--- src/rtl/sstd_pkg.sv ---
// Shared types, constants and the segment font for the seven-segment text display controller.
// Used by the controller, the datapath and the top level; depends on nothing else.
package sstd_pkg;

    localparam int DIGITS = 16;
    localparam int IDX_W = (DIGITS > 1) ? $clog2(DIGITS) : 1;

    localparam logic [1:0] OP_WRITE   = 2'd0;
    localparam logic [1:0] OP_CLEAR   = 2'd1;
    localparam logic [1:0] OP_REFRESH = 2'd2;

    localparam logic [2:0] K_ACK   = 3'd0;
    localparam logic [2:0] K_DATA  = 3'd1;
    localparam logic [2:0] K_ADDR  = 3'd2;
    localparam logic [2:0] K_DIGIT = 3'd3;
    localparam logic [2:0] K_CTRL  = 3'd4;

    localparam logic [7:0] CMD_DATA  = 8'h40;
    localparam logic [7:0] CMD_ADDR  = 8'hC0;
    localparam logic [7:0] CMD_CTRL  = 8'h80;
    localparam logic [7:0] CTRL_ON   = 8'h08;
    localparam logic [7:0] POINT_CH  = 8'h2E;
    localparam logic [7:0] FIRST_PR  = 8'h20;
    localparam logic [7:0] LAST_PR   = 8'h7E;

    localparam logic [4:0] DIGIT_COUNT_RST = 5'd16;
    localparam logic [2:0] BRIGHTNESS_RST  = 3'd7;
    localparam logic       REG_DIGIT_COUNT = 1'b0;
    localparam logic       REG_BRIGHTNESS  = 1'b1;

    localparam logic [7:0] SEG_FONT [0:94] = '{
        8'h00, 8'h86, 8'h22, 8'h7E, 8'h6D, 8'h00, 8'h00, 8'h02,
        8'h30, 8'h06, 8'h63, 8'h00, 8'h04, 8'h40, 8'h80, 8'h52,
        8'h3F, 8'h06, 8'h5B, 8'h4F, 8'h66, 8'h6D, 8'h7D, 8'h07,
        8'h7F, 8'h6F, 8'h00, 8'h00, 8'h00, 8'h48, 8'h00, 8'h53,
        8'h5F, 8'h77, 8'h7F, 8'h39, 8'h3F, 8'h79, 8'h71, 8'h3D,
        8'h76, 8'h06, 8'h1E, 8'h69, 8'h38, 8'h15, 8'h37, 8'h3F,
        8'h73, 8'h67, 8'h31, 8'h6D, 8'h78, 8'h3E, 8'h2A, 8'h1D,
        8'h76, 8'h6E, 8'h5B, 8'h39, 8'h64, 8'h0F, 8'h00, 8'h08,
        8'h20, 8'h5F, 8'h7C, 8'h58, 8'h5E, 8'h7B, 8'h31, 8'h6F,
        8'h74, 8'h04, 8'h0E, 8'h75, 8'h30, 8'h55, 8'h54, 8'h5C,
        8'h73, 8'h67, 8'h50, 8'h6D, 8'h78, 8'h1C, 8'h2A, 8'h1D,
        8'h76, 8'h6E, 8'h47, 8'h46, 8'h06, 8'h70, 8'h01
    };

    typedef struct packed {
        logic [1:0] op;
        logic [7:0] character;
        logic [3:0] start_position;
        logic       first_of_string;
    } t_in_item;

    typedef struct packed {
        logic       is_byte;
        logic [7:0] send_byte;
        logic       begins_frame;
        logic       ends_frame;
        logic [4:0] chars_used;
        logic       too_long;
        logic       last;
    } t_out_item;

    typedef struct packed {
        logic             apply;
        logic             load;
        logic [2:0]       kind;
        logic [IDX_W-1:0] idx;
    } t_cmd;

    typedef struct packed {
        logic [4:0] digits_used;
    } t_status;

    function automatic logic [7:0] seg_lookup(input logic [7:0] ch);
        logic [7:0] off;
        off = ch - FIRST_PR;
        if (ch >= FIRST_PR && ch <= LAST_PR) begin
            return SEG_FONT[off[6:0]];
        end
        return 8'h00;
    endfunction

endpackage

--- src/rtl/sstd_ctrl.sv ---
// Sequencer for the display controller: input acceptance, result pacing, refresh byte order.
// Depends on sstd_pkg; drives the datapath through t_cmd and reads t_status.
module sstd_ctrl import sstd_pkg::*; (
    input  logic       i_clk,
    input  logic       i_rst_n,
    input  logic       i_in_valid,
    input  logic [1:0] i_op,
    output logic       o_in_stall,
    output logic       o_out_valid,
    input  logic       i_out_stall,
    input  t_status    i_status,
    output t_cmd       o_cmd
);

    localparam logic S_IDLE = 1'b0;
    localparam logic S_EMIT = 1'b1;

    logic       r_state, n_state;
    logic [4:0] r_step, n_step;
    logic       r_out_valid, n_out_valid;
    logic       out_free;
    logic       in_accept;
    logic [4:0] digit_off;

    assign out_free   = !r_out_valid || !i_out_stall;
    assign o_in_stall = !((r_state == S_IDLE) && out_free);
    assign in_accept  = i_in_valid && !o_in_stall;
    assign digit_off  = r_step - 5'd2;
    assign o_out_valid = r_out_valid;

    always_comb begin
        n_state     = r_state;
        n_step      = r_step;
        n_out_valid = r_out_valid;
        o_cmd       = '0;
        o_cmd.idx   = digit_off[IDX_W-1:0];
        if (out_free) begin
            n_out_valid = 1'b0;
        end
        unique case (r_state)
            S_IDLE: begin
                if (in_accept) begin
                    o_cmd.apply = 1'b1;
                    o_cmd.load  = 1'b1;
                    n_out_valid = 1'b1;
                    if (i_op == OP_REFRESH) begin
                        o_cmd.kind = K_DATA;
                        n_state    = S_EMIT;
                        n_step     = 5'd1;
                    end else begin
                        o_cmd.kind = K_ACK;
                    end
                end
            end
            S_EMIT: begin
                if (out_free) begin
                    o_cmd.load  = 1'b1;
                    n_out_valid = 1'b1;
                    n_step      = r_step + 5'd1;
                    if (r_step == 5'd1) begin
                        o_cmd.kind = K_ADDR;
                    end else if (digit_off < i_status.digits_used) begin
                        o_cmd.kind = K_DIGIT;
                    end else begin
                        o_cmd.kind = K_CTRL;
                        n_state    = S_IDLE;
                    end
                end
            end
            default: begin
                n_state = S_IDLE;
            end
        endcase
    end

    always_ff @(posedge i_clk) begin
        if (!i_rst_n) begin
            r_state     <= S_IDLE;
            r_step      <= '0;
            r_out_valid <= 1'b0;
        end else begin
            r_state     <= n_state;
            r_step      <= n_step;
            r_out_valid <= n_out_valid;
        end
    end

    a_accept_shows: assert property (@(posedge i_clk) disable iff (!i_rst_n)
        in_accept |=> r_out_valid)
        else $error("accepted item produced no result");

    a_emit_blocks: assert property (@(posedge i_clk) disable iff (!i_rst_n)
        (r_state == S_EMIT) |-> o_in_stall)
        else $error("input taken during refresh");

    a_step_range: assert property (@(posedge i_clk) disable iff (!i_rst_n)
        (r_state == S_EMIT) |-> (r_step != 5'd0 && r_step <= i_status.digits_used + 5'd2))
        else $error("refresh step out of range");

    a_ctrl_ends: assert property (@(posedge i_clk) disable iff (!i_rst_n)
        (o_cmd.load && o_cmd.kind == K_CTRL) |=> (r_state == S_IDLE))
        else $error("refresh did not end after control byte");

endmodule

--- src/rtl/sstd_datapath.sv ---
// Datapath of the display controller: digit buffer, string cursor state and result register.
// Depends on sstd_pkg; commanded by sstd_ctrl through t_cmd.
module sstd_datapath import sstd_pkg::*; (
    input  logic       i_clk,
    input  logic       i_rst_n,
    input  t_in_item   i_in_data,
    input  t_cmd       i_cmd,
    input  logic [4:0] i_digit_count,
    input  logic [2:0] i_brightness,
    output t_status    o_status,
    output t_out_item  o_out_data
);

    logic [7:0]       r_digit [DIGITS];
    logic [4:0]       r_cursor, n_cursor;
    logic [3:0]       r_origin, n_origin;
    logic             r_ovf, n_ovf;
    t_out_item        r_out, n_out;

    logic [4:0]       n_used;
    logic [4:0]       eff_cur;
    logic [3:0]       eff_org;
    logic             eff_ovf;
    logic [4:0]       pos;
    logic             wr_en, pt_en, clr;
    logic [IDX_W-1:0] wr_idx, pt_idx;
    logic [7:0]       wr_val;
    logic [4:0]       used_raw;
    logic [4:0]       idx_next;

    assign n_used = (i_digit_count > 5'(DIGITS)) ? 5'(DIGITS) : i_digit_count;
    assign o_status.digits_used = n_used;

    always_comb begin
        eff_cur  = r_cursor;
        eff_org  = r_origin;
        eff_ovf  = r_ovf;
        n_cursor = r_cursor;
        n_origin = r_origin;
        n_ovf    = r_ovf;
        wr_en    = 1'b0;
        pt_en    = 1'b0;
        clr      = 1'b0;
        wr_val   = seg_lookup(i_in_data.character);
        wr_idx   = r_cursor[IDX_W-1:0];
        pos      = r_cursor;
        if (i_cmd.apply) begin
            unique case (i_in_data.op)
                OP_WRITE: begin
                    if (i_in_data.first_of_string) begin
                        eff_cur = {1'b0, i_in_data.start_position};
                        eff_org = i_in_data.start_position;
                        eff_ovf = 1'b0;
                    end
                    n_cursor = eff_cur;
                    n_origin = eff_org;
                    n_ovf    = eff_ovf;
                    wr_idx   = eff_cur[IDX_W-1:0];
                    pos      = (eff_cur != {1'b0, eff_org} && eff_cur != 5'd0) ?
                               eff_cur - 5'd1 : eff_cur;
                    if (!eff_ovf) begin
                        if (i_in_data.character == POINT_CH) begin
                            pt_en    = (pos < n_used);
                            n_cursor = pos + 5'd1;
                        end else if (eff_cur >= n_used) begin
                            n_ovf = 1'b1;
                        end else begin
                            wr_en    = 1'b1;
                            n_cursor = eff_cur + 5'd1;
                        end
                    end
                end
                OP_CLEAR: begin
                    clr = 1'b1;
                end
                default: begin
                end
            endcase
        end
    end

    assign pt_idx = pos[IDX_W-1:0];

    assign used_raw = (n_cursor >= {1'b0, n_origin}) ? n_cursor - {1'b0, n_origin} : 5'd0;
    assign idx_next = 5'(i_cmd.idx) + 5'd1;

    always_comb begin
        n_out              = r_out;
        if (i_cmd.load) begin
            n_out.is_byte      = 1'b1;
            n_out.send_byte    = 8'h00;
            n_out.begins_frame = 1'b0;
            n_out.ends_frame   = 1'b0;
            n_out.last         = 1'b0;
            n_out.chars_used   = (used_raw > 5'd16) ? 5'd16 : used_raw;
            n_out.too_long     = n_ovf;
            unique case (i_cmd.kind)
                K_ACK: begin
                    n_out.is_byte = 1'b0;
                    n_out.last    = 1'b1;
                end
                K_DATA: begin
                    n_out.send_byte    = CMD_DATA;
                    n_out.begins_frame = 1'b1;
                    n_out.ends_frame   = 1'b1;
                end
                K_ADDR: begin
                    n_out.send_byte    = CMD_ADDR;
                    n_out.begins_frame = 1'b1;
                    n_out.ends_frame   = (n_used == 5'd0);
                end
                K_DIGIT: begin
                    n_out.send_byte  = r_digit[i_cmd.idx];
                    n_out.ends_frame = (idx_next == n_used);
                end
                K_CTRL: begin
                    n_out.send_byte    = CMD_CTRL + ({5'd0, i_brightness} | CTRL_ON);
                    n_out.begins_frame = 1'b1;
                    n_out.ends_frame   = 1'b1;
                    n_out.last         = 1'b1;
                end
                default: begin
                    n_out.is_byte = 1'b0;
                end
            endcase
        end
    end

    always_ff @(posedge i_clk) begin
        if (!i_rst_n || clr) begin
            for (int i = 0; i < DIGITS; i++) begin
                r_digit[i] <= '0;
            end
        end else if (wr_en) begin
            r_digit[wr_idx] <= wr_val;
        end else if (pt_en) begin
            r_digit[pt_idx][7] <= 1'b1;
        end
    end

    always_ff @(posedge i_clk) begin
        if (!i_rst_n) begin
            r_cursor <= '0;
            r_origin <= '0;
            r_ovf    <= 1'b0;
        end else begin
            r_cursor <= n_cursor;
            r_origin <= n_origin;
            r_ovf    <= n_ovf;
        end
    end

    always_ff @(posedge i_clk) begin
        r_out <= n_out;
    end

    assign o_out_data = r_out;

endmodule

--- src/rtl/seven_segment_text_display_controller_core.sv ---
// Top level of the seven-segment text display controller: configuration registers and wiring.
// Depends on sstd_pkg, sstd_ctrl and sstd_datapath.
//
// A character write, a clear or an unknown operation gives one acknowledgment transfer.
// A refresh gives 3 + n byte transfers, n being the digits in
// use, one per cycle while the output side does not stall; the sequencer walks the digit
// buffer one entry per cycle, and no new item is taken until the control byte is loaded.
// Configuration lives at byte address 0 (digit count) and 4 (brightness).
module seven_segment_text_display_controller_core import sstd_pkg::*; (
    input  logic        i_clk,
    input  logic        i_rst_n,
    input  logic        i_in_valid,
    output logic        o_in_stall,
    input  t_in_item    i_in_data,
    output logic        o_out_valid,
    input  logic        i_out_stall,
    output t_out_item   o_out_data,
    input  logic        psel,
    input  logic        penable,
    input  logic        pwrite,
    input  logic [2:0]  paddr,
    input  logic [31:0] pwdata,
    output logic [31:0] prdata,
    output logic        pready
);

    logic [4:0] r_digit_count;
    logic [2:0] r_brightness;
    logic       cfg_wr;
    t_cmd       cmd;
    t_status    status;

    assign pready = 1'b1;
    assign cfg_wr = psel && penable && pwrite && pready;

    always_ff @(posedge i_clk) begin
        if (!i_rst_n) begin
            r_digit_count <= DIGIT_COUNT_RST;
            r_brightness  <= BRIGHTNESS_RST;
        end else if (cfg_wr) begin
            if (paddr[2] == REG_DIGIT_COUNT) begin
                r_digit_count <= pwdata[4:0];
            end else begin
                r_brightness <= pwdata[2:0];
            end
        end
    end

    always_comb begin
        if (paddr[2] == REG_DIGIT_COUNT) begin
            prdata = {27'd0, r_digit_count};
        end else begin
            prdata = {29'd0, r_brightness};
        end
    end

    sstd_ctrl u_ctrl (
        .i_clk       (i_clk),
        .i_rst_n     (i_rst_n),
        .i_in_valid  (i_in_valid),
        .i_op        (i_in_data.op),
        .o_in_stall  (o_in_stall),
        .o_out_valid (o_out_valid),
        .i_out_stall (i_out_stall),
        .i_status    (status),
        .o_cmd       (cmd)
    );

    sstd_datapath u_datapath (
        .i_clk         (i_clk),
        .i_rst_n       (i_rst_n),
        .i_in_data     (i_in_data),
        .i_cmd         (cmd),
        .i_digit_count (r_digit_count),
        .i_brightness  (r_brightness),
        .o_status      (status),
        .o_out_data    (o_out_data)
    );

endmodule
--- config.mk ---
export PLATFORM = sky130hd
export DESIGN_NAME = seven_segment_text_display_controller_core
export DESIGN_NICKNAME = d
export VERILOG_FILES = /design/src/rtl/sstd_pkg.sv /design/src/rtl/sstd_ctrl.sv /design/src/rtl/sstd_datapath.sv /design/src/rtl/seven_segment_text_display_controller_core.sv
export SDC_FILE = /design/constraint.sdc
export NUM_CORES = 1
export LEC_CHECK = 0
export ABC_AREA = 1
export BUFFER_PORTS_ARGS = -buffer_cell sky130_fd_sc_hd__buf_2
export CAP_MARGIN = 20
export CORE_UTILIZATION = 60
export CTS_CLUSTER_DIAMETER = 50
export DETAILED_ROUTE_END_ITERATION = 6
export GPL_ROUTABILITY_DRIVEN = 0
export HOLD_SLACK_MARGIN = 0.15
export PLACE_DENSITY = 0.81
export REMOVE_ABC_BUFFERS = 1
export SLEW_MARGIN = 0
export SYNTH_ARGS = -nofsm -noshare
export SYNTH_HDL_FRONTEND = slang
export SYNTH_SLANG_ARGS = --single-unit
--- constraint.sdc ---
create_clock -name i_clk -period 4.55 [get_ports i_clk]
set_input_delay 0.91 -clock i_clk [delete_from_list [all_inputs] [get_ports i_clk]]
set_output_delay 0.91 -clock i_clk [all_outputs]
set_load 0.01 [all_outputs]
==> summary.txt <==
Logic synthesis
  – Yosys reg bits: ~170
  – Yosys top cell area share: 0.415
  – Syn Area/Cell: just over 8 µm²
  – Seq/Total Area, Yosys: 0.463
  – Synth area leader: edfxtp_1
  – Number of synthesized flops with an enable pin: approximately 150
  – Top_reg_cell synth: edfxtp_1
  – Mapped cell area: between 10,000 and 15,000 µm²
  – Synth cell types: 57
  – Dominant cells by area after synthesis: edfxtp_1 (42%), nand2_1 (9.7%), nor2_1 (7.6%)
  – Async set or reset register ratio after synthesis: 0
  – Synthesis Warnings: 0
  – Post-Syn Instances: roughly 1,300

Final layout
  – P&R area growth vs syn: 13.3%
  – Number of diodes: 0
  – Share of cells above drive strength 1: 0.150
  – Finished Core Util: 0.694
  – Fin nets: 1,454

Routing
  – Routed wire length: ~28,000 µm
  – Drt drc: 0
  – Avg WL per Cell: 17.6 µm
  – Drt initial violations: ~1,500
  – Vias per cell: roughly 6.1
  – DR vias: around 9,700
  – Drt first pass iters: 7
  – Antenna Nets Post-Route: 0

Die
  – Die width: between 100 and 150 µm
  – Area of the core: around 17,000 µm²
  – FP Rows: 48
  – Initial Utilization: 0.613
  – Die ar.: 18,100 µm²
  – IO Pins: between 100 and 150
  – Die Span Y: 135 µm

Global route
  – Global-route wire length before repair: about 44,000 µm
  – Vias in the first global route: ~9,000
  – Gr usage total: 0.319
  – Initial antenna violation count: 0
  – GR Overflow Total: 0
  – Largest net degree at the start of global routing: 70

Pwr
  – Comb power frac: 0.183
  – Sequential power share: 0.452
  – Switch Pwr: 1.17 mW
  – Pwr Density: ~340 nW/µm²
  – Leakage power: 5.10 nW
  – Power share of the clock group: 0.365
  – Max VDD drop: 0.268 mV
  – Sw frac: 0.292
  – P_int: roughly 2.8 mW

Clocking
  – CTS tree: built
  – CTS Root Cell: clkbuf_16
  – Clock slew at reported path FFs: 0.06 ns
  – Max Buffers Root-to-Sink: 2
  – Clk sinks: approximately 170
  – Clk_lat worst skew: approximately 0.44 ns
  – H-tree Lvls: 4
  – Hold Buf Count CTS: 0
  – Total CTS buffers: 17

STA
  – Worst Clk Skew: 0.00764 ns
  – Final Slew Violations: 0
  – Tmin final: between 4 and 5 ns
  – Tcrit/Tclk final: 0.926
  – Final setup viols: 0
  – RSZ-0062 raised after global routing: no
  – Final number of hold-violating endpoints: 0
  – Max Fclk: between 0.2 and 0.25 GHz
  – Setup TNS: 0 ns
  – Relative slew slack: 0.424
  – Least-Margin Pin Slew: about 0.86 ns

Outcome
  – Outcome: finished, final reports clean

Worst setup path
  – Critical path endpoint category: flip-flop
  – Critical path class: primary input to flip-flop
  – CP required: 4.65 ns
  – CP max FO: 10
  – Worst EP arrival: approximately 4.3 ns
  – Startpoint types: primary input

Run
  – MaxCap Viol Count: 0

Place
  – Post-detail-place hpwl: 19,200 µm
  – IO buf count: 52

Hold path
  – Hold WC Path Type: flip-flop to flip-flop
==> metrics by stage <==
| stage | worst slack [ns] | area [µm²] | hold slack [ns] | cells | total power, mW |
|---|---|---|---|---|---|
| 5_1_grt | 0.0621 | 12000 | 0.534 | 1600 | 4.14 |
| 4_1_cts | 0.399 | 12000 | 0.510 | 1599 | 3.99 |
| 3_3_place_gp | 0.0564 | 11400 | 0.484 | 1568 | 2.53 |
| 3_5_place_dp | -0.0351 | 11400 | 0.486 | 1568 | 2.55 |
| 2_1_floorplan | 0.126 | 10200 | 0.458 | 1219 | 2.28 |
| 6_report | 0.336 | 12000 | 0.509 | 1600 | 4.01 |
==> state kept, by name, indices dropped and copies added (netlist names) <==
register	count
u_ctrl.o_out_valid	1
u_datapath.r_digit	128
r_digit_count	5
r_brightness	3
u_datapath.r_cursor	5
u_datapath.r_origin	4
u_datapath.r_ovf	1
u_ctrl.r_state	1
u_ctrl.r_step	5
u_datapath.o_out_data	18
==> cell type report <==
type / instances / area [µm²]
inverters: 112 / 420
clock inverters: 14 / 156
fillers: 1318 / 5280
repair buffers: 125 / 883
well taps: 225 / 282
flip-flops and latches: 171 / 4890
clock buffers: 17 / 425
multi-input cells: 936 / 4910
==> path summary, 6_finish.rpt <==
check | from | endpoint | slack [ns] | depth (start not counted)
setup / recovery | i_in_data[0] | u_datapath.r_digit[1][0] | 0.34 | 19
hold reg to reg | u_datapath.r_ovf | u_datapath.r_ovf | 0.51 | 2
hold / removal | u_datapath.r_ovf | u_datapath.r_ovf | 0.51 | 2
setup reg to reg | r_digit_count[3] | u_datapath.o_out_data[4] | 0.57 | 26
==> Yosys cell counts, drive strengths merged (11+ instances only) <==
| cell type | count |
|---|---|
| o21ai | 63 |
| inv | 108 |
| nor2 | 220 |
| dfxtp | 25 |
| a22oi | 16 |
| nand3 | 81 |
| clkbuf | 44 |
| a21oi | 107 |
| buf | 40 |
| ha | 33 |
| nand2 | 285 |
| o211ai | 11 |
| edfxtp | 146 |
==> per-layer routing <==
metal | track usage | vias to the layer above | wire (µm)
met3 | 0.0631 | 107 | 3190
met5 | 0 | - | 0
li1 | - | 4490 | -
met2 | 0.522 | 649 | 13100
met1 | 0.421 | 4463 | 11000
met4 | 0.115 | 0 | 823
==> power by group through the flow <==
stage	logic (mW)	clock network [mW]	registers (mW)
floorplan	0.425	0	1.86
global placement	0.691	0	1.84
detailed placement	0.708	0	1.85
CTS	0.714	1.46	1.81
global route	0.803	1.51	1.82
finish	0.734	1.47	1.81
==> cell families after synthesis <==
group / share of synthesized area
AO/OA/AOI/OAI: 0.148
XOR/XNOR: 0.00830
adder cells (fa/ha/maj): 0.0410
buffers and inverters: 0.0826
flip-flops: 0.463
other: 0.000711
AND/OR/NAND/NOR: 0.257
==> what timing repair did <==
action                                 4_1_cts  5_1_grt
setup endpoints to repair                    0        2
buffers inserted                             0        0
resized for setup                            0        1
endpoints found under the hold margin        0        0
==> worst max-delay path: stages <==
cell	delay (ns)
buf_2	0.21
inv_2	0.13
a21oi_4	0.26
ha_1	0.23
nand2_1	0.08
xor2_1	0.14
nor2_1	0.23
ha_1	0.31
a21oi_1	0.16
o21ai_0	0.10
nor4_1	0.32
nand2_2	0.17
inv_2	0.09
nand2_1	0.06
nand2_2	0.14
inv_1	0.12
nor2_8	0.24
nand3_2	0.13
nand2_1	0.27
==> placed cells by master, fill, tap and decap left out, types with 4 or more instances in the layout <==
master | synthesis | final
conb_1 | 2 | 28
nand3_2 | 7 | 7
clkbuf_16 | 0 | 17
o21ai_1 | 5 | 6
o211ai_1 | 11 | 11
o21ai_0 | 57 | 56
buf_12 | 0 | 6
nand2_2 | 10 | 10
a22oi_1 | 16 | 16
edfxtp_1 | 146 | 146
o221ai_1 | 5 | 5
o31ai_1 | 4 | 4
o311ai_0 | 6 | 6
a21oi_1 | 102 | 102
nand2_1 | 273 | 273
clkinv_1 | 4 | 6
ha_1 | 33 | 33
a32o_1 | 8 | 8
xor2_1 | 7 | 7
nor3_1 | 8 | 8
a211oi_1 | 6 | 6
nor2_1 | 214 | 214
nor4_1 | 5 | 5
dfxtp_1 | 25 | 24
nand4_1 | 7 | 7
inv_2 | 6 | 7
nand3_4 | 9 | 9
inv_6 | 0 | 5
buf_4 | 31 | 67
inv_1 | 102 | 101
nand3_1 | 65 | 65
buf_2 | 3 | 52
a221oi_1 | 9 | 9
a21oi_4 | 5 | 5
Note: power is estimated with default switching activity, not from simulation.
